--- src/rtl/bsc_pkg.sv ---
// Shared types, constants and the reciprocal table of the B-spline curve evaluator.
`timescale 1ns / 1ps
`default_nettype none
package bsc_pkg;

	localparam int T_W       = 17;
	localparam int COORD_W   = 32;
	localparam int BASIS_W   = 17;
	localparam int DEN_W     = 4;
	localparam int RECIP_W   = 25;
	localparam int RECIP_SH  = 24;
	localparam int X_W       = 20;
	localparam int Q_W       = 18;
	localparam int REM_W     = 22;
	localparam int ACC_W     = 50;
	localparam int DIM_W     = 2;
	localparam int ADDR_W    = 4;

	localparam logic [T_W-1:0]     ONE_Q16 = 17'd65536;

	localparam logic [1:0] REG_DEGREE      = 2'd0;
	localparam logic [1:0] REG_POINT_COUNT = 2'd1;
	localparam logic [1:0] REG_POINT_DIM   = 2'd2;

	localparam logic [2:0] RST_DEGREE      = 3'd3;
	localparam logic [6:0] RST_POINT_COUNT = 7'd4;
	localparam logic [2:0] RST_POINT_DIM   = 3'd3;

	typedef struct packed {
		logic [2:0] degree;
		logic [6:0] point_count;
		logic [2:0] point_dim;
	} cfg_t;

	typedef enum logic [3:0] {
		S_IDLE,
		S_SETUP,
		S_KNOT,
		S_BMUL,
		S_BDIV,
		S_BFIX,
		S_BTAIL,
		S_ARUN,
		S_AW1,
		S_AW2,
		S_AOUT,
		S_EOUT
	} state_t;

	typedef struct packed {
		logic load_wr;
		logic eval_start;
		logic setup;
		logic knot;
		logic bas_mul;
		logic bas_div;
		logic bas_fix;
		logic bas_tail;
		logic acc_issue;
		logic out_load;
		logic out_err;
	} cmd_t;

	typedef struct packed {
		logic err;
		logic deg_zero;
		logic r_last;
		logic j_last;
		logic acc_last;
		logic d_last;
		logic out_free;
	} st_t;

	// floor(2^24 / den) for the knot distances that can occur
	function automatic logic [RECIP_W-1:0] recip(input logic [DEN_W-1:0] den);
		logic [RECIP_W-1:0] r;
		case (den)
			4'd1:    r = 25'd16777216;
			4'd2:    r = 25'd8388608;
			4'd3:    r = 25'd5592405;
			4'd4:    r = 25'd4194304;
			4'd5:    r = 25'd3355443;
			4'd6:    r = 25'd2796202;
			4'd7:    r = 25'd2396745;
			4'd8:    r = 25'd2097152;
			4'd9:    r = 25'd1864135;
			4'd10:   r = 25'd1677721;
			4'd11:   r = 25'd1525201;
			4'd12:   r = 25'd1398101;
			4'd13:   r = 25'd1290555;
			4'd14:   r = 25'd1198372;
			4'd15:   r = 25'd1118481;
			default: r = '0;
		endcase
		return r;
	endfunction

endpackage
`default_nettype wire

--- src/rtl/bsc_regs.sv ---
// Configuration register file behind the APB-style port.
`timescale 1ns / 1ps
`default_nettype none
module bsc_regs (
	input  wire logic                       clk,
	input  wire logic                       arst_n,
	input  wire logic                       psel,
	input  wire logic                       penable,
	input  wire logic                       pwrite,
	input  wire logic [bsc_pkg::ADDR_W-1:0] paddr,
	input  wire logic [31:0]                pwdata,
	output logic      [31:0]                prdata,
	output logic                            pready,
	output bsc_pkg::cfg_t                   cfg
);
	import bsc_pkg::*;

	cfg_t cfg_q;
	logic wr_en;

	assign pready = 1'b1;
	assign wr_en  = psel & penable & pwrite & pready;
	assign cfg    = cfg_q;

	always_ff @(posedge clk or negedge arst_n) begin
		if (!arst_n) begin
			cfg_q.degree      <= RST_DEGREE;
			cfg_q.point_count <= RST_POINT_COUNT;
			cfg_q.point_dim   <= RST_POINT_DIM;
		end else if (wr_en) begin
			case (paddr[3:2])
				REG_DEGREE:      cfg_q.degree      <= pwdata[2:0];
				REG_POINT_COUNT: cfg_q.point_count <= pwdata[6:0];
				REG_POINT_DIM:   cfg_q.point_dim   <= pwdata[2:0];
				default: ;
			endcase
		end
	end

	always_comb begin
		case (paddr[3:2])
			REG_DEGREE:      prdata = {29'd0, cfg_q.degree};
			REG_POINT_COUNT: prdata = {25'd0, cfg_q.point_count};
			REG_POINT_DIM:   prdata = {29'd0, cfg_q.point_dim};
			default:         prdata = '0;
		endcase
	end

endmodule
`default_nettype wire

--- config.mk ---
export PLATFORM = sky130hd
export DESIGN_NAME = bsc_regs
export DESIGN_NICKNAME = d
export VERILOG_FILES = /design/src/rtl/bsc_pkg.sv /design/src/rtl/bsc_regs.sv
export SDC_FILE = /design/constraint.sdc
export NUM_CORES = 1
export LEC_CHECK = 0
export ABC_AREA = 1
export BUFFER_PORTS_ARGS = -buffer_cell sky130_fd_sc_hd__buf_2
export CAP_MARGIN = 20
export CORE_MARGIN = 2
export CORE_UTILIZATION = 35
export DETAILED_ROUTE_END_ITERATION = 8
export MAX_ROUTING_LAYER = met4
export PLACE_DENSITY = 0.78
export REMOVE_ABC_BUFFERS = 1
export SLEW_MARGIN = 30
export SYNTH_ARGS = -nofsm -noshare
export SYNTH_HDL_FRONTEND = slang
export SYNTH_SLANG_ARGS = --single-unit
--- constraint.sdc ---
create_clock -name clk -period 0.9 [get_ports clk]
set_input_delay 0.18 -clock clk [delete_from_list [all_inputs] [get_ports clk]]
set_output_delay 0.18 -clock clk [all_outputs]
set_load 0.05 [all_outputs]
* After elaboration in Yosys (flattened, before gate mapping)
Index checks and enable logic that the tools add are counted. W data, S select, Z words.
Cells by class: bitwise gates (word level) 2, mux-type cells 1, reduce and logical (&&, ||, !) cells 4, eq/ne operators 2
Operator list (count):
- $pmux W7 S3 | 1
- $reduce_and A2 Y1 | 3
- $and A1 B1 Y1 | 2
- $eq A2 B1 Y1 const B | 1
- $eq A2 B2 Y1 const B | 1
- $logic_not A2 Y1 | 1
Storage, ports and cells: bits in registers 13, output and inout port bits 46

* Depth between registers and ports, before layout
depth in word-level cells 3, gate-level depth with buffers 6

* Worst setup path after synthesis
No wires, ideal clock.
path kind register to output, start register cfg_q, in the netlist cfg[6], end output prdata[3], stages on the path, launching flop included 3, arrival 1372 ps, setup slack -652 ps, cell sequence dfrtp_1 > inv_1 > nor2_1
On the way: cells in the longest elaborated chain, start to end 1
Ends and longest elaborated chain:
- start: declaration | RTL line bsc_regs.sv:18 | cfg_t cfg_q;
- $pmux W7 S3 | RTL line bsc_regs.sv:41 | case (paddr[3:2])
- end: declaration | RTL line bsc_regs.sv:12 | output logic [31:0] prdata,
Every way passes these cells.

* Worst setup path after layout
start register cfg_q, in the netlist cfg[11], end output prdata[1]
The elaborated chain is that of the path after synthesis.

==> impl_metrics.toml <==
[worst_hold_path]
hold_depth = 3
hold_path_class = "input pin to flop"

[cts]
path_clk_slew_ns = 0.08
clkSinkCount = 13
clkLatencyLatePin_ns = 0.27
clock-root-buffer = "clkbuf_4"
cts_tree = "built"
cts_buffer_depth = 2
cts_buffers = 3
htree_levels = 1

[global_routing]
grt_max_degree = 14
grt_pass1_vias = 717
grt_overflow = 0
grt_pass1_wl_um = 3040
grt.total_usage = 0.156
antenna_found_initial = 0

[layout]
fillers = 193
largest_reg_flops = 13
post-route-util = 0.606
multi_input_area_um2 = 423
drive_gt1_frac = 0.453
diodes = 0
ff_latch_area_um2 = 332
post-route-cell-area_mm2 = 0.00138
area_growth_pct = 60.2
nNetsFinal = 214

[job]
maxCapViolations = 0

[routing]
drtPass1Iterations = 4
routedWlPerCell_um = 10.9
drc = 0
wirelength_um = 2180
drt-vias-per-instance = 4.13
drtIter0Drc = 16
antenna_left = 0
vias = 825

[floorplanning]
die_y_um = 53.6
die_x_um = 53.6
dieArea_mm2 = 0.00287
rows = 17
core-area_mm2 = 0.00228
start_util = 0.378
ios = 87

[logic_synthesis]
netlist_area_um2 = 861
synthDistinctLibCells = 12
yosys_warnings = 0
synth_top_area_frac = 0.233
synth_seq_area_share = 0.385
ys_top_cells_by_area = "dfrtp_1 23%, buf_4 23%, nand2_1 23%"
synth_seq_cells = 13
synthCells = 118
yosysTopAreaCell = "dfrtp_1"
avgSynthCellArea_um2 = 7.30

[placement]
dp_slack_ns = -0.259
post-dp-hpwl_um = 1540
port_buffers = 33
globalplace.congestion = 0.822
place_area_mm2 = 0.00105

[power_and_ir_drop]
powerDensity_mw_per_mm2 = 2220
total_power_mw = 3.05
peakVddDrop_uv = 1190
p_leak_nw = 0.782

[timing]
layout_min_cycle_time_ns = 1.30
drv_slew = 0
setup_violations = 20
fin_crit_sh = 1.45
hold_viol_final = 0
setup_ws_ns = -0.404
rsz0062_at_grt = "yes"
worst_clock_skew_ns = 0
fmax_ghz = 0.767
holdWs_ns = 0.100

[worst_setup_path]
start_kind = "flop"
criticalPathCategory = "flop to output port"
critical_path_arrival_ns = 1.12
crit_fanout = 2
worstSetupEndpointType = "output port"
worstPathRequired_ns = 0.72
rr_worst_depth = 4

[outcome]
status = "finished with violations"
violations = "setup timing"
==> area by class of cell <==
class	count	share of cell area
Tap cell	28	0.0254
Multi-Input combinational cell	94	0.307
Sequential cell	13	0.240
Timing Repair Buffer	52	0.384
Inverter	9	0.0245
Clock buffer	4	0.0191
==> through the flow <==
| stage | TNS, ns | std cells |
|---|---|---|
| after CTS | -5.37 | 197 |
| after floorplan | -3.85 | 116 |
| after global placement | -2.09 | 189 |
| after global routing | -6.34 | 200 |
| final | -5.62 | 200 |
| after detailed placement | -2.20 | 189 |
==> final timing paths <==
kind / from / end / slack, ns
hold reg to reg: cfg[1]$_DFFE_PN1P_ / cfg[1]$_DFFE_PN1P_ / 0.49
max in group asynchronous: arst_n / cfg[1]$_DFFE_PN1P_ / 0.26
setup reg to reg: cfg[0]$_DFFE_PN1P_ / cfg[0]$_DFFE_PN1P_ / 0.01
min in group asynchronous: arst_n / cfg[9]$_DFFE_PN0P_ / 0.35
hold / removal: pwdata[3] / cfg[6]$_DFFE_PN0P_ / 0.10
setup / recovery: cfg[11]$_DFFE_PN1P_ / prdata[1] / -0.40
==> cells in the mapped netlist <==
library cell,number
buf_4,26
conb_1,2
dfrtp_1,8
dfstp_2,5
inv_1,6
inv_2,3
nand2_1,52
nand2_2,1
nand2_4,2
nand3_1,4
nor2_1,7
nor2_4,2
==> metal layers <==
layer / routed length (um) / GRT usage / up-vias / part of all wire
li1: - / - / 406 / -
met1: 907 / 0.188 / 379 / 0.42
met2: 1100 / 0.245 / 34 / 0.51
met3: 85 / 0.0167 / 6 / 0.039
met4: 80 / 0.107 / 0 / 0.037
met5: 0 / - / - / 0
==> where the power goes <==
| part | switching [mW] | internal, mW |
|---|---|---|
| sequential | 0.102 | 0.739 |
| clock | 0.185 | 0.172 |
| combinational | 1.14 | 0.717 |
==> repair_timing <==
| item | CTS | global route |
|---|---|---|
| hold buffers | 1 | 0 |
| endpoints found under the setup margin | 20 | 21 |
| hold endpoints to repair | 8 | 0 |
| gates resized for setup | 57 | 19 |
| buffers inserted | 3 | 3 |
| pin swaps | 9 | 5 |
==> cells in the final DEF, fill, tap and decap left out, drive strengths merged <==
| master | netlist | routed |
|---|---|---|
| buf | 26 | 51 |
| dfrtp | 8 | 8 |
| inv | 9 | 9 |
| conb | 2 | 26 |
| clkbuf | 0 | 4 |
| nor2 | 9 | 9 |
| nand3 | 4 | 4 |
| dfstp | 5 | 5 |
| nand2 | 55 | 55 |
| dlygate4sd3 | 0 | 1 |
==> worst max-delay path, cell delays in order, from the launching register on <==
cell	delay (ns)
dfstp_2	0.55
nand2_2	0.06
nand3_2	0.09
buf_8	0.15
==> kinds of logic after synthesis <==
group,synth area share
and+or+nand+nor,0.340
buffers and inverters,0.266
DFF,0.385
other,0.00872
(Power assumes the default switching activity.)
