===== src/rtl/bsc_pkg.sv =====
// Shared types, constants and the reciprocal table of the B-spline curve evaluator.
`timescale 1ns / 1ps
`default_nettype none
package bsc_pkg;

	localparam int T_W       = 17;
	localparam int COORD_W   = 32;
	localparam int BASIS_W   = 17;
	localparam int DEN_W     = 4;
	localparam int RECIP_W   = 25;
	localparam int RECIP_SH  = 24;
	localparam int X_W       = 20;
	localparam int Q_W       = 18;
	localparam int REM_W     = 22;
	localparam int ACC_W     = 50;
	localparam int DIM_W     = 2;
	localparam int ADDR_W    = 4;

	localparam logic [T_W-1:0]     ONE_Q16 = 17'd65536;

	localparam logic [1:0] REG_DEGREE      = 2'd0;
	localparam logic [1:0] REG_POINT_COUNT = 2'd1;
	localparam logic [1:0] REG_POINT_DIM   = 2'd2;

	localparam logic [2:0] RST_DEGREE      = 3'd3;
	localparam logic [6:0] RST_POINT_COUNT = 7'd4;
	localparam logic [2:0] RST_POINT_DIM   = 3'd3;

	typedef struct packed {
		logic [2:0] degree;
		logic [6:0] point_count;
		logic [2:0] point_dim;
	} cfg_t;

	typedef enum logic [3:0] {
		S_IDLE,
		S_SETUP,
		S_KNOT,
		S_BMUL,
		S_BDIV,
		S_BFIX,
		S_BTAIL,
		S_ARUN,
		S_AW1,
		S_AW2,
		S_AOUT,
		S_EOUT
	} state_t;

	typedef struct packed {
		logic load_wr;
		logic eval_start;
		logic setup;
		logic knot;
		logic bas_mul;
		logic bas_div;
		logic bas_fix;
		logic bas_tail;
		logic acc_issue;
		logic out_load;
		logic out_err;
	} cmd_t;

	typedef struct packed {
		logic err;
		logic deg_zero;
		logic r_last;
		logic j_last;
		logic acc_last;
		logic d_last;
		logic out_free;
	} st_t;

	// floor(2^24 / den) for the knot distances that can occur
	function automatic logic [RECIP_W-1:0] recip(input logic [DEN_W-1:0] den);
		logic [RECIP_W-1:0] r;
		case (den)
			4'd1:    r = 25'd16777216;
			4'd2:    r = 25'd8388608;
			4'd3:    r = 25'd5592405;
			4'd4:    r = 25'd4194304;
			4'd5:    r = 25'd3355443;
			4'd6:    r = 25'd2796202;
			4'd7:    r = 25'd2396745;
			4'd8:    r = 25'd2097152;
			4'd9:    r = 25'd1864135;
			4'd10:   r = 25'd1677721;
			4'd11:   r = 25'd1525201;
			4'd12:   r = 25'd1398101;
			4'd13:   r = 25'd1290555;
			4'd14:   r = 25'd1198372;
			4'd15:   r = 25'd1118481;
			default: r = '0;
		endcase
		return r;
	endfunction

endpackage
`default_nettype wire


===== src/rtl/bsc_ctrl.sv =====
// Sequencer of the evaluator: accepts requests and steps the datapath.
`timescale 1ns / 1ps
`default_nettype none
module bsc_ctrl (
	input  wire logic         clk,
	input  wire logic         arst_n,
	input  wire logic         in_valid,
	input  wire logic         in_func,
	output logic              in_ready,
	input  bsc_pkg::st_t      st,
	output bsc_pkg::cmd_t     cmd
);
	import bsc_pkg::*;

	state_t state_q, state_d;

	always_ff @(posedge clk or negedge arst_n) begin
		if (!arst_n) begin
			state_q <= S_IDLE;
		end else begin
			state_q <= state_d;
		end
	end

	always_comb begin
		state_d = state_q;
		case (state_q)
			S_IDLE:  if (in_valid && in_func) state_d = S_SETUP;
			S_SETUP: state_d = st.err ? S_EOUT : S_KNOT;
			S_KNOT:  state_d = st.deg_zero ? S_ARUN : S_BMUL;
			S_BMUL:  state_d = S_BDIV;
			S_BDIV:  state_d = S_BFIX;
			S_BFIX:  state_d = st.r_last ? S_BTAIL : S_BMUL;
			S_BTAIL: state_d = st.j_last ? S_ARUN : S_BMUL;
			S_ARUN:  if (st.acc_last) state_d = S_AW1;
			S_AW1:   state_d = S_AW2;
			S_AW2:   state_d = S_AOUT;
			S_AOUT:  if (st.out_free) state_d = st.d_last ? S_IDLE : S_ARUN;
			S_EOUT:  if (st.out_free && st.d_last) state_d = S_IDLE;
			default: state_d = S_IDLE;
		endcase
	end

	always_comb begin
		cmd      = '0;
		in_ready = 1'b0;
		case (state_q)
			S_IDLE: begin
				in_ready       = 1'b1;
				cmd.load_wr    = in_valid & ~in_func;
				cmd.eval_start = in_valid & in_func;
			end
			S_SETUP: cmd.setup     = 1'b1;
			S_KNOT:  cmd.knot      = 1'b1;
			S_BMUL:  cmd.bas_mul   = 1'b1;
			S_BDIV:  cmd.bas_div   = 1'b1;
			S_BFIX:  cmd.bas_fix   = 1'b1;
			S_BTAIL: cmd.bas_tail  = 1'b1;
			S_ARUN:  cmd.acc_issue = 1'b1;
			S_AOUT:  cmd.out_load  = st.out_free;
			S_EOUT:  cmd.out_err   = st.out_free;
			default: ;
		endcase
	end

	// a stalled output keeps the sequencer parked on the result
	a_out_wait: assert property (@(posedge clk) disable iff (!arst_n)
		(state_q == S_AOUT && !st.out_free) |=> (state_q == S_AOUT))
		else $error("output stall did not hold the sequencer");

	a_drain: assert property (@(posedge clk) disable iff (!arst_n)
		(state_q == S_ARUN && st.acc_last) |=> (state_q == S_AW1) ##1 (state_q == S_AW2)
		##1 (state_q == S_AOUT))
		else $error("accumulator drain sequence broken");

	a_err_path: assert property (@(posedge clk) disable iff (!arst_n)
		(state_q == S_SETUP && st.err) |=> (state_q == S_EOUT))
		else $error("bad configuration did not take the error path");

endmodule
`default_nettype wire


===== config.mk =====
export PLATFORM = sky130hd
export DESIGN_NAME = bsc_ctrl
export DESIGN_NICKNAME = d
export VERILOG_FILES = /design/src/rtl/bsc_pkg.sv /design/src/rtl/bsc_ctrl.sv
export SDC_FILE = /design/constraint.sdc
export NUM_CORES = 1
export LEC_CHECK = 0
export BUFFER_PORTS_ARGS = -buffer_cell sky130_fd_sc_hd__buf_2
export CORE_AREA = 2 2 39 41
export DETAILED_ROUTE_END_ITERATION = 6
export DIE_AREA = 0 0 41 43
export GPL_ROUTABILITY_DRIVEN = 1
export PLACE_DENSITY = 0.66
export SLEW_MARGIN = 10
export SYNTH_ARGS = -nofsm -noshare
export SYNTH_HDL_FRONTEND = slang
export SYNTH_SLANG_ARGS = --single-unit

===== constraint.sdc =====
create_clock -name clk -period 3.94 [get_ports clk]
set_input_delay 0.394 -clock clk [delete_from_list [all_inputs] [get_ports clk]]
set_output_delay 0.394 -clock clk [all_outputs]
set_load 0.01 [all_outputs]

-- Word level (Yosys, flattened, before mapping)
Cells that the tools add are included.
- eq/ne operators: 15
- mux-type cells: 21
- bitwise logic cells: 3
- reduce and logical (&&, ||, !) cells: 4
- operators by type and width (kind ; count):
    4-bit case mux with 12 select lines ; 1
    4-bit 2-to-1 mux ; 5
    4-bit by 3-bit == test with 1-bit output (second input constant) ; 4
    4-bit == test (second input constant) ; 4
    3-bit 2-to-1 mux ; 4
    1-bit 2-to-1 mux ; 10
    4-bit by 2-bit == test with 1-bit output (second input constant) ; 2
    2-bit != test (second input constant) ; 4
    4-bit by 1-bit == test with 1-bit output (second input constant) ; 1
    4-bit logical NOT ; 1
    4-bit AND reduction ; 1
    1-bit AND ; 2
    1-bit logical AND ; 2
    2-bit 2-to-1 mux ; 1
    1-bit inverter ; 1
- register bits after elaboration: 4
- input port bits: 11
- output and inout bits: 12
- word-level logic and storage cells: 44

-- Depth between registers and ports, before layout
Gate-level depths: netlist (run 1).
- depth in word-level cells: 3
- gate-level depth with buffers: 6
- depth with buffers taken out: 4

-- Least setup slack after synthesis (run 1)
OpenSTA, ideal clock, no wires.
- kind: flip-flop to output port
- start point: reg state_q[2]
- end point: out cmd[10] (netlist bit)
- arrival: 1045 ps
- required time: 3546 ps
- setup slack: 2501 ps
- stages on the path, launching flop included: 5
- buffers on the path: 1
- cells stage by stage: dfrtp_1 > buf_6 > nor4_4 > nand2_1 > nor2_1
- RTL lines (item ; RTL line ; source):
    from (decl) ; bsc_ctrl.sv:15 ; state_t state_q, state_d;
    from (signal assigned) ; bsc_ctrl.sv:21 ; state_q <= state_d;
    to (decl) ; bsc_ctrl.sv:11 ; output bsc_pkg::cmd_t cmd

==> out/metrics.yaml, run 1 <==
cells_and_area:
  final_core_util: 0.451
  largest_registers: "state_q (4)"
  top_register: "state_q"
  n_fill_cell: 144
  diodes: 0
  multi_input_area_um2: 354
  fin_cells: 103
  drive_above_1_share: 0.379
  area_growth_pct: 25.1
  layout_commonest_cell: "buf_2"
  layout_common_cells: "22 x buf_2, 8 x nor2_1, 7 x nand2_1"
  final_cell_area_um2: 624
  nNetsFinal: 100
  largest_reg_flops: 4
  seq_area_um2: 100
grt:
  grt.total_usage: 0.168
  grt_pass1_wl_um: 2060
  grt_pass1_vias: 508
  grt_max_degree: 20
  overflow: 0
  antenna_found_initial: 0
floorplan:
  rows: 14
  die_y_um: 43
  core_mm2: 0.00138
  die_area_mm2: 0.00176
  initial_core_util: 0.361
  io_pins: 23
  dieWidth_um: 41
synth:
  synth_top_family_by_area: "simple AND/OR/NAND/NOR gates"
  netlist_area_um2: 499
  synth_compound_area_frac: 0.283
  synth_xor_area_frac: 0
  synth_cells: 67
  synthAdderAreaFrac: 0
  syn_avg_cell_area_um2: 7.45
  synth-simple-area-share: 0.404
  synth_fp_nets: 78
  synth.distinct_cells: 33
  yosys_warnings: 0
  yosysSeqAreaShare: 0.201
  ys_ff_latch: 4
  yosys-mux-area-fraction: 0.0226
placement:
  dp_cells: 99
  place_ws_ns: 2.30
  gp_congestion: 0.790
  hpwl_um: 886
  numPortBuffers: 22
  placed_cell_area_um2: 592
clocking:
  cts_setup_buffers: 0
  cts_resized: 0
  clock_sinks: 4
  path_clk_slew_ns: 0.04
  cts_max_path_buffers: 2
  clk_latency_ns: 0.23
  cts_tree: "yes"
  hold_buffers: 1
  cts_htree_levels: 1
  cts_root_buf: "clkbuf_4"
  cts_buffers: 3
critical_path:
  regToRegEndpoint: "state_q[2]$_DFFE_PN0P_"
  rrSetupSlack_ns: 2.33
  critical_path.max_fanout: 19
  critPathLaunchType: "register"
  worst-setup-path-type: "reg -> out"
  r2r_start: "state_q[3]$_DFFE_PN0P_"
  crit_required_ns: 3.55
  cp_slowest_cell: "dfrtp_1"
  crit_path_cell_trace: "nand2b_2 -> nor3_1 -> buf_2"
  arrival_ns: 1.50
  endpoint_kind: "output port"
  reg2regPathDepth: 4
  cpPeakStageDelay_ns: 0.72
sta:
  timing.setup.tns_ns: 0
  fmaxAchievable_mhz: 529
  final_max_slew_viol_count: 0
  fin_crit_sh: 0.480
  max_slew.worst_pin.slew_ns: 0.613
  skew_ns: 0.00120
  rsz0062_at_grt: "false"
  fin_ws_ns: 2.05
  finalHoldViolCount: 0
  fin_crit_ns: 1.89
  finalSetupViolCount: 0
  max-slew-margin-rel: 0.592
drt:
  wire_per_inst_um: 12.4
  vias: 560
  final_antenna_net_count: 0
  initialDrtViolationCount: 13
  viasPerCell: 5.44
  first_pass_iters: 4
  drc_errors: 0
  wl_um: 1270
outcome:
  outcome: "finished clean"
power:
  power_density_mw_per_mm2: 744
  p_leak_nw: 0.290
  ir_drop_v: 0.000266
run:
  cap_viol_max_count: 0
worst_hold_path:
  hold_class: "in -> async"
## logic make-up after synthesis
| family | Yosys count |
|---|---|
| buffers and inverters | 8 |
| flip-flops | 4 |
| AND/OR/NAND/NOR | 33 |
| AO/OA/AOI/OAI | 21 |
| multiplexers | 1 |
## metrics by stage
step	hold WS [ns]	power [W]
2_1_floorplan	0.0984	0.000357
5_1_grt	0.520	0.000511
4_1_cts	0.484	0.000465
3_3_place_gp	0.201	0.000408
6_report	0.497	0.000464
3_5_place_dp	0.200	0.000412
## cells in the mapped netlist
cell	n	area share
a2bb2oi_1	1	0.018
nor4b_2	1	0.030
o21ai_0	5	0.050
nand3b_1	2	0.030
inv_2	2	0.015
o22ai_1	1	0.013
nand2b_1	3	0.038
o32ai_1	1	0.018
a22oi_1	1	0.015
nand2b_2	1	0.018
a21oi_2	1	0.018
dfrtp_1	4	0.20
buf_4	1	0.015
nand2_1	7	0.053
a22o_1	1	0.018
o21ai_1	1	0.010
and3_1	1	0.013
o311ai_1	1	0.018
o31ai_1	1	0.015
nor4_4	1	0.043
nor2b_1	2	0.025
o211ai_1	1	0.015
nor3_1	5	0.050
mux2_1	1	0.023
buf_6	1	0.023
clkbuf_1	1	0.0075
nor3_4	1	0.033
a21boi_2	1	0.023
and2_1	1	0.013
nor2_1	8	0.060
o21a_1	1	0.015
buf_2	3	0.030
a21oi_1	4	0.040
## cell type report
class                   count  share of cell area
clock buffers               3              0.0361
repair buffers             23               0.192
multi-input cells          55               0.567
flip-flops and latches      4               0.160
well taps                  16              0.0321
inverters                   2              0.0120
## worst max-delay path: cells and delay by family (launching register included)
family / cells / cell delay [ns]
AND/OR/NAND/NOR: 2 / 0.38
buffers and inverters: 1 / 0.15
flip-flops: 1 / 0.72
## metal layers
layer | up-vias | GRT usage | routed length [um]
li1 | 279 | - | -
met1 | 260 | 0.227 | 555
met2 | 19 | 0.241 | 642
met3 | 2 | 0.0314 | 60
met4 | 0 | 0.0933 | 14
met5 | - | 0 | 0
## power by group
part           leakage, nW  internal, W  switching (W)
Sequential          0.0487    0.0000608      0.0000860
Clock               0.0138    0.0000340      0.0000151
Combinational        0.227     0.000129       0.000140
Total                0.290     0.000224       0.000241
## how the worst max path moves through the flow
stage          slack (ns)       to                   start  cells after the start
2_1_floorplan        2.50  cmd[10]  state_q[2]$_DFFE_PN0P_                      4
3_3_place_gp         2.34   cmd[9]  state_q[2]$_DFFE_PN0P_                      3
3_5_place_dp         2.30   cmd[5]  state_q[2]$_DFFE_PN0P_                      3
4_1_cts              2.05   cmd[5]  state_q[2]$_DFFE_PN0P_                      3
5_1_grt              1.90  cmd[10]  state_q[2]$_DFFE_PN0P_                      4
6_report             2.05   cmd[5]  state_q[2]$_DFFE_PN0P_                      3
Note: power is estimated with default switching activity, not from simulation.
==> inputs of run 2 (changes only) <==
--- a/config.mk
+++ b/config.mk
@@ -5,12 +5,12 @@
 export SDC_FILE = /design/constraint.sdc
 export NUM_CORES = 1
 export LEC_CHECK = 0
+export ABC_AREA = 1
 export BUFFER_PORTS_ARGS = -buffer_cell sky130_fd_sc_hd__buf_2
 export CORE_AREA = 2 2 39 41
 export DETAILED_ROUTE_END_ITERATION = 6
 export DIE_AREA = 0 0 41 43
 export GPL_ROUTABILITY_DRIVEN = 1
-export PLACE_DENSITY = 0.66
 export SLEW_MARGIN = 10
 export SYNTH_ARGS = -nofsm -noshare
 export SYNTH_HDL_FRONTEND = slang
==> constraint.sdc (replaced) <==
create_clock -name clk -period 1.8 [get_ports clk]
set_input_delay 0.18 -clock clk [delete_from_list [all_inputs] [get_ports clk]]
set_output_delay 0.18 -clock clk [all_outputs]
set_load 0.01 [all_outputs]
==> run 2 against run 1 <==
  * Sequential cell count did not move
  * Non-clock buffer count did not move
  * Sequential power rose by 30%
  * Hold slack got worse by 0.28 ns
  * Global-route usage fell by 0.99 points
  * Sequential share of layout area rose by 0.13 points
  * Core utilization fell by 0.36 points
  * Routed wire length fell by 11%
  * First-iteration DRC count fell by 15%
  * Die area did not move
  * Critical path depth rose by 3
  * Largest power group unchanged
  * Highest routed layer unchanged
==> out/metrics.yaml, run 2 <==
synth:
  yosysSeqAreaShare: 0.219  # +0.0187
  async_reset_ff_frac: 1.00  # unchanged
  synth_fp_nets: 91  # +17%
  netlist_area_um2: 457  # -8.5%
  synth_commonest_cells: "24 x nand2_1, 13 x nor2_1, 11 x inv_1, 6 x nand2_2"
  yosysTopAreaCell: "dfrtp_1"
  synth_cells: 80  # +19%
  yosys_warnings: 0  # unchanged
  synth_enable_flop_cells: 0  # unchanged
  synthTopCellsByArea: "dfrtp_1 22%, nand2_1 20%, nor2_1 11%"
  ys.flop_type: "dfrtp_1"
  synth.most_common_cell: "nand2_1"
  ys_ff_latch: 4  # unchanged
  syn_avg_cell_area_um2: 5.71  # -23%
  synth_top_area_frac: 0.219  # +0.0187
  synth.distinct_cells: 16  # -52%
clocking:
  cts_max_path_buffers: 2  # unchanged
  cts_root_buf: "clkbuf_4"
  cts_resized: 0  # unchanged
  clk_latency_ns: 0.24  # about the same
  hold_buffers: 1  # unchanged
  cts_buffers: 3  # unchanged
  clock_sinks: 4  # unchanged
  cts_setup_buffers: 0  # unchanged
  cts_tree: "yes"
  cts_htree_levels: 1  # unchanged
  path_clk_slew_ns: 0.04  # about the same
sta:
  fin_crit_sh: 0.862
  fmaxAchievable_mhz: 645
  final_max_slew_viol_count: 0  # unchanged
  finalHoldViolCount: 0  # unchanged
  max_slew.worst_pin.slew_ns: 0.244  # -0.369 ns
  finalSetupViolCount: 0  # unchanged
  timing.setup.tns_ns: 0  # unchanged
  fin_ws_ns: 0.249  # -1.80 ns
  max-slew-margin-rel: 0.837  # +0.246
  skew_ns: 0.00134  # +0.000143 ns
  fin_crit_ns: 1.55
  rsz0062_at_grt: "false"
  holdWs_ns: 0.220  # -0.278 ns
critical_path:
  crit_required_ns: 1.62  # -1.93 ns
  rrSetupSlack_ns: 0.48  # -1.85 ns
  critPathLaunchType: "register"
  regToRegEndpoint: "state_q[2]$_DFFE_PN0P_"
  endpoint_kind: "output port"
  r2r_start: "state_q[1]$_DFFE_PN0P_"
  cp-startpoint: "state_q[1]$_DFFE_PN0P_"
  worst-setup-path-type: "reg -> out"
  critical_path.max_fanout: 5  # -14
  arrival_ns: 1.37  # -0.13 ns
  reg2regPathDepth: 8  # +4
floorplan:
  die_y_um: 43  # unchanged
  io_pins: 23  # unchanged
  die_area_mm2: 0.00176  # unchanged
  core_mm2: 0.00138  # unchanged
  rows: 14  # unchanged
  dieWidth_um: 41  # unchanged
  initial_core_util: 0.330  # -0.0307
grt:
  grt_pass1_wl_um: 1900  # -7.4%
  antenna_found_initial: 0  # unchanged
  grt_max_degree: 8  # -60%
  overflow: 0  # unchanged
  grt_pass1_vias: 515  # +1.4%
  grt.total_usage: 0.158  # -0.00991
worst_hold_path:
  hold_class: "in -> reg"
  whs_path_depth: 4
  hold_start: "st[2]"
  hold_end: "state_q[2]$_DFFE_PN0P_"
placement:
  numPortBuffers: 22  # unchanged
  hpwl_um: 986  # +11%
  dp_cells: 118  # +19%
  place_ws_ns: 0.476  # -1.82 ns
  gp_congestion: 0.821  # +4.0%
power:
  ir_drop_v: 0.000666  # +150%
  power_density_mw_per_mm2: 1480  # +99%
  total_power_w: 0.000918  # +98%
  p_leak_nw: 0.400  # +38%
cells_and_area:
  largest_reg_flops: 4  # unchanged
  diodes: 0  # unchanged
  largest_registers: "state_q (4)"
  fin_cells: 122  # +18%
  top_register: "state_q"
  layout_commonest_cell: "nand2_1"
  area_growth_pct: 35.6
  drive_above_1_share: 0.368  # -0.0114
  nNetsFinal: 119  # +19%
  layout_common_cells: "24 x nand2_1, 22 x buf_2, 13 x nor2_1"
run:
  cap_viol_max_count: 0  # unchanged
drt:
  wl_um: 1130  # -11%
  drc_errors: 0  # unchanged
  initialDrtViolationCount: 11  # -2
  wire_per_inst_um: 9.26  # -25%
  final_antenna_net_count: 0  # unchanged
  viasPerCell: 4.74  # -13%
  first_pass_iters: 4  # unchanged
  vias: 578  # +3.2%
outcome:
  outcome: "finished clean"
-- run 2: report_power, final --
part / internal (W) / switching (W)
clock: 0.0000747 / 0.0000384
combinational: 0.000219 / 0.000395
sequential: 0.000133 / 0.0000581
total: 0.000427 / 0.000492
-- run 2: cell families (layout without fill, tap and decap cells) --
group           Yosys count  in the layout  synth area share
compound gates            5              5            0.0630
simple gates             58             58             0.611
flops                     4              4             0.219
buf+inv                  13             39             0.107
-- run 2: worst max path at each step --
| stage | end | slack [ns] | depth (start not counted) |
|---|---|---|---|
| final | cmd[10] | 0.25 | 6 |
| after global routing | cmd[10] | 0.11 | 6 |
| after CTS | cmd[10] | 0.24 | 6 |
| after detailed placement | state_q[2]$_DFFE_PN0P_ | 0.48 | 8 |
| after global placement | state_q[1]$_DFFE_PN0P_ | 0.46 | 8 |
| after floorplan | cmd[10] | 0.59 | 5 |
-- run 2: per-layer routing --
metal,vias to the layer above,global-route usage,wire length [um]
met5,-,0,0
met4,0,0.100,22
met3,2,0.0157,77
met2,19,0.259,576
met1,252,0.182,454
li1,305,-,-
-- run 2: through the flow --
| stage | area [um2] | util |
|---|---|---|
| 2_1_floorplan | 457 | - |
| 5_1_grt | 619 | 0.448 |
| 3_3_place_gp | 587 | 0.424 |
| 6_report | 619 | 0.448 |
| 3_5_place_dp | 587 | 0.424 |
| 4_1_cts | 619 | 0.448 |
-- run 2: area by class of cell --
class,instances,area [um2]
well taps,16,20.0
multi-input cells,63,308
clock buffers,3,22.5
inverters,13,48.8
fillers,152,764
repair buffers,23,120
flip-flops and latches,4,100
-- run 2: critical path: stages, from the launching register on --
cell and delay [ns]:
dfrtp_1 0.41, inv_1 0.17, nand2_1 0.16, nor2_4 0.15, nand2_1 0.05, nor2_1 0.07, buf_2 0.13
==> inputs of run 3 (changes only) <==
--- a/config.mk
+++ b/config.mk
@@ -11,6 +11,7 @@
 export DETAILED_ROUTE_END_ITERATION = 6
 export DIE_AREA = 0 0 41 43
 export GPL_ROUTABILITY_DRIVEN = 1
+export PLACE_DENSITY_LB_ADDON = 0.12
 export SLEW_MARGIN = 10
 export SYNTH_ARGS = -nofsm -noshare
 export SYNTH_HDL_FRONTEND = slang
==> run 3 against run 2 <==
  * Critical path depth did not move
  * Combinational power is essentially flat
  * Critical path type unchanged
  * Setup slack worse by 0.044 ns
  * Maximum frequency is 2.8% lower
  * Routed wire length increased by 8.8%
  * Critical endpoint unchanged
  * Total power increased by 0.38%
  * Highest routed layer unchanged
  * Cell area did not move
  * First-iteration DRC count down 27%
  * Sequential share of layout area unchanged
==> out/metrics.yaml, run 3 (synthesis gave the netlist of run 2 again) <==
critical_path:
  worst-path-buf-inv: 2  # unchanged
  regToRegEndpoint: "state_q[1]$_DFFE_PN0P_"
  critPathLaunchType: "register"
  rrSetupSlack_ns: 0.45  # -0.03 ns
  r2r_start: "state_q[1]$_DFFE_PN0P_"
  critPathTopFamily: "simple AND/OR/NAND/NOR gates"
  cpPeakStageDelay_ns: 0.41  # about the same
  crit_required_ns: 1.62  # about the same
  critical_path.max_fanout: 5  # unchanged
  crit_path_cell_trace: "inv_1 -> nand2_1 -> nor2_4 -> nand2_1 -> nor2_1 -> buf_2"
  path_common_cell: "nand2_1"
  worst-setup-path-type: "reg -> out"
  cp-startpoint: "state_q[1]$_DFFE_PN0P_"
  cp-endpoint: "cmd[10]"
  reg2regPathDepth: 8  # unchanged
  cp_slowest_cell: "dfrtp_1"
  arrival_ns: 1.42  # +0.05 ns
  path_depth: 6  # unchanged
  endpoint_kind: "output port"
floorplan:
  dieWidth_um: 41  # unchanged
  die_area_mm2: 0.00176  # unchanged
  die_y_um: 43  # unchanged
  rows: 14  # unchanged
  initial_core_util: 0.330  # unchanged
  io_pins: 23  # unchanged
  core_mm2: 0.00138  # unchanged
grt:
  grt_pass1_vias: 521  # +1.2%
  grt_max_degree: 8  # unchanged
  grt_pass1_wl_um: 1950  # +2.2%
  overflow: 0  # unchanged
  grt.total_usage: 0.164  # +0.00605
  antenna_found_initial: 0  # unchanged
power:
  power_density_mw_per_mm2: 1490  # +0.38%
  clockPowerShare: 0.122  # about the same
  share_seq_of_total_power: 0.210  # +0.002
  p_leak_nw: 0.400  # unchanged
  swShare: 0.538  # +0.00221
  ir_drop_v: 0.000652  # -2.1%
  combPwrFrac: 0.669  # about the same
  intPower_w: 0.000426  # about the same
  switchingPower_w: 0.000495  # +0.80%
cells_and_area:
  nNetsFinal: 119  # unchanged
  area_growth_pct: 35.6  # unchanged
  diodes: 0  # unchanged
  layout_commonest_cell: "nand2_1"
  largest_reg_flops: 4  # unchanged
  layout_common_cells: "24 x nand2_1, 22 x buf_2, 13 x nor2_1"
  drive_above_1_share: 0.368  # unchanged
  top_register: "state_q"
  largest_registers: "state_q (4)"
outcome:
  outcome: "finished clean"
placement:
  numPortBuffers: 22  # unchanged
  hpwl_um: 1050  # +6.0%
  gp_congestion: 0.776  # -5.6%
  place_ws_ns: 0.442  # -0.0334 ns
clocking:
  cts_max_path_buffers: 2  # unchanged
  cts_tree: "yes"
  cts_root_buf: "clkbuf_4"
  cts_buffers: 3  # unchanged
  clock_sinks: 4  # unchanged
  clk_latency_ns: 0.23  # about the same
  path_clk_slew_ns: 0.04  # about the same
  cts_htree_levels: 1  # unchanged
drt:
  wire_per_inst_um: 10.1  # +8.8%
  final_antenna_net_count: 0  # unchanged
  wl_um: 1230  # +8.8%
  first_pass_iters: 4  # unchanged
  vias: 567  # -1.9%
  drc_errors: 0  # unchanged
  initialDrtViolationCount: 8  # -3
  viasPerCell: 4.65  # -1.9%
sta:
  fin_ws_ns: 0.205  # -0.0439 ns
  fin_crit_sh: 0.886  # +0.0244
  fin_crit_ns: 1.60  # +0.0439 ns
  fmaxAchievable_mhz: 627  # -2.8%
  final_max_slew_viol_count: 0  # unchanged
  max_slew.worst_pin.slew_ns: 0.259  # +0.0145 ns
  rsz0062_at_grt: "false"
  timing.setup.tns_ns: 0  # unchanged
  finalSetupViolCount: 0  # unchanged
  skew_ns: 0.00281  # +0.00146 ns
  finalHoldViolCount: 0  # unchanged
  max-slew-margin-rel: 0.828  # -0.00970
run:
  cap_viol_max_count: 0  # unchanged
worst_hold_path:
  hold_class: "in -> reg"
## run 3: per-layer routing
layer / vias to the layer above / GRT usage / part of all wire
met5: - / 0 / 0
met4: 0 / 0.100 / 0.0065
met3: 2 / 0.0314 / 0.050
met2: 12 / 0.259 / 0.52
met1: 252 / 0.192 / 0.42
li1: 301 / - / -
## run 3: worst min-delay path by stage
stage / from / end / slack (ns) / cells past startpoint
floorplan: arst_n / state_q[0]$_DFFE_PN0P_ / -0.12 / 0
global placement: arst_n / state_q[0]$_DFFE_PN0P_ / -0.009 / 1
detailed placement: arst_n / state_q[0]$_DFFE_PN0P_ / -0.006 / 1
CTS: st[2] / state_q[2]$_DFFE_PN0P_ / 0.22 / 4
global route: st[2] / state_q[2]$_DFFE_PN0P_ / 0.23 / 4
finish: st[2] / state_q[2]$_DFFE_PN0P_ / 0.22 / 4
## run 3: tightest hold or removal path, stage by stage
cell and delay, ns:
buf_2 0.07, inv_1 0.03, nand2_2 0.08, nand2_1 0.05
## run 3: power by group through the flow
stage | logic (W) | clock network, W | registers [W]
finish | 0.000616 | 0.000112 | 0.000193
global route | 0.000707 | 0.000121 | 0.000198
CTS | 0.000624 | 0.000118 | 0.000191
detailed placement | 0.000619 | 0 | 0.000192
global placement | 0.000627 | 0 | 0.000192
floorplan | 0.000464 | 0 | 0.000177
## run 3: metrics by stage
step	hold slack (ns)	total power [W]	instances	util	instance area (um2)
finish	0.223	0.000922	122	0.448	619
global route	0.234	0.00103	122	0.448	619
CTS	0.217	0.000933	122	0.448	619
detailed placement	-0.00637	0.000812	118	0.424	587
global placement	-0.00933	0.000818	118	0.424	587
floorplan	-0.116	0.000641	80	-	457
## run 3: timing repair
item | CTS | global route
hold buffers | 1 | 0
buffers inserted | 0 | 0
setup endpoints to repair | 0 | 0
gates resized for setup | 0 | 0
endpoints found under the hold margin | 4 | 0
## run 3: final cells by class
class                   count  area, um2
fillers                   171        764
repair buffers             23        120
clock buffers               3       22.5
flip-flops and latches      4        100
multi-input cells          63        308
well taps                  16       20.0
inverters                  13       48.8
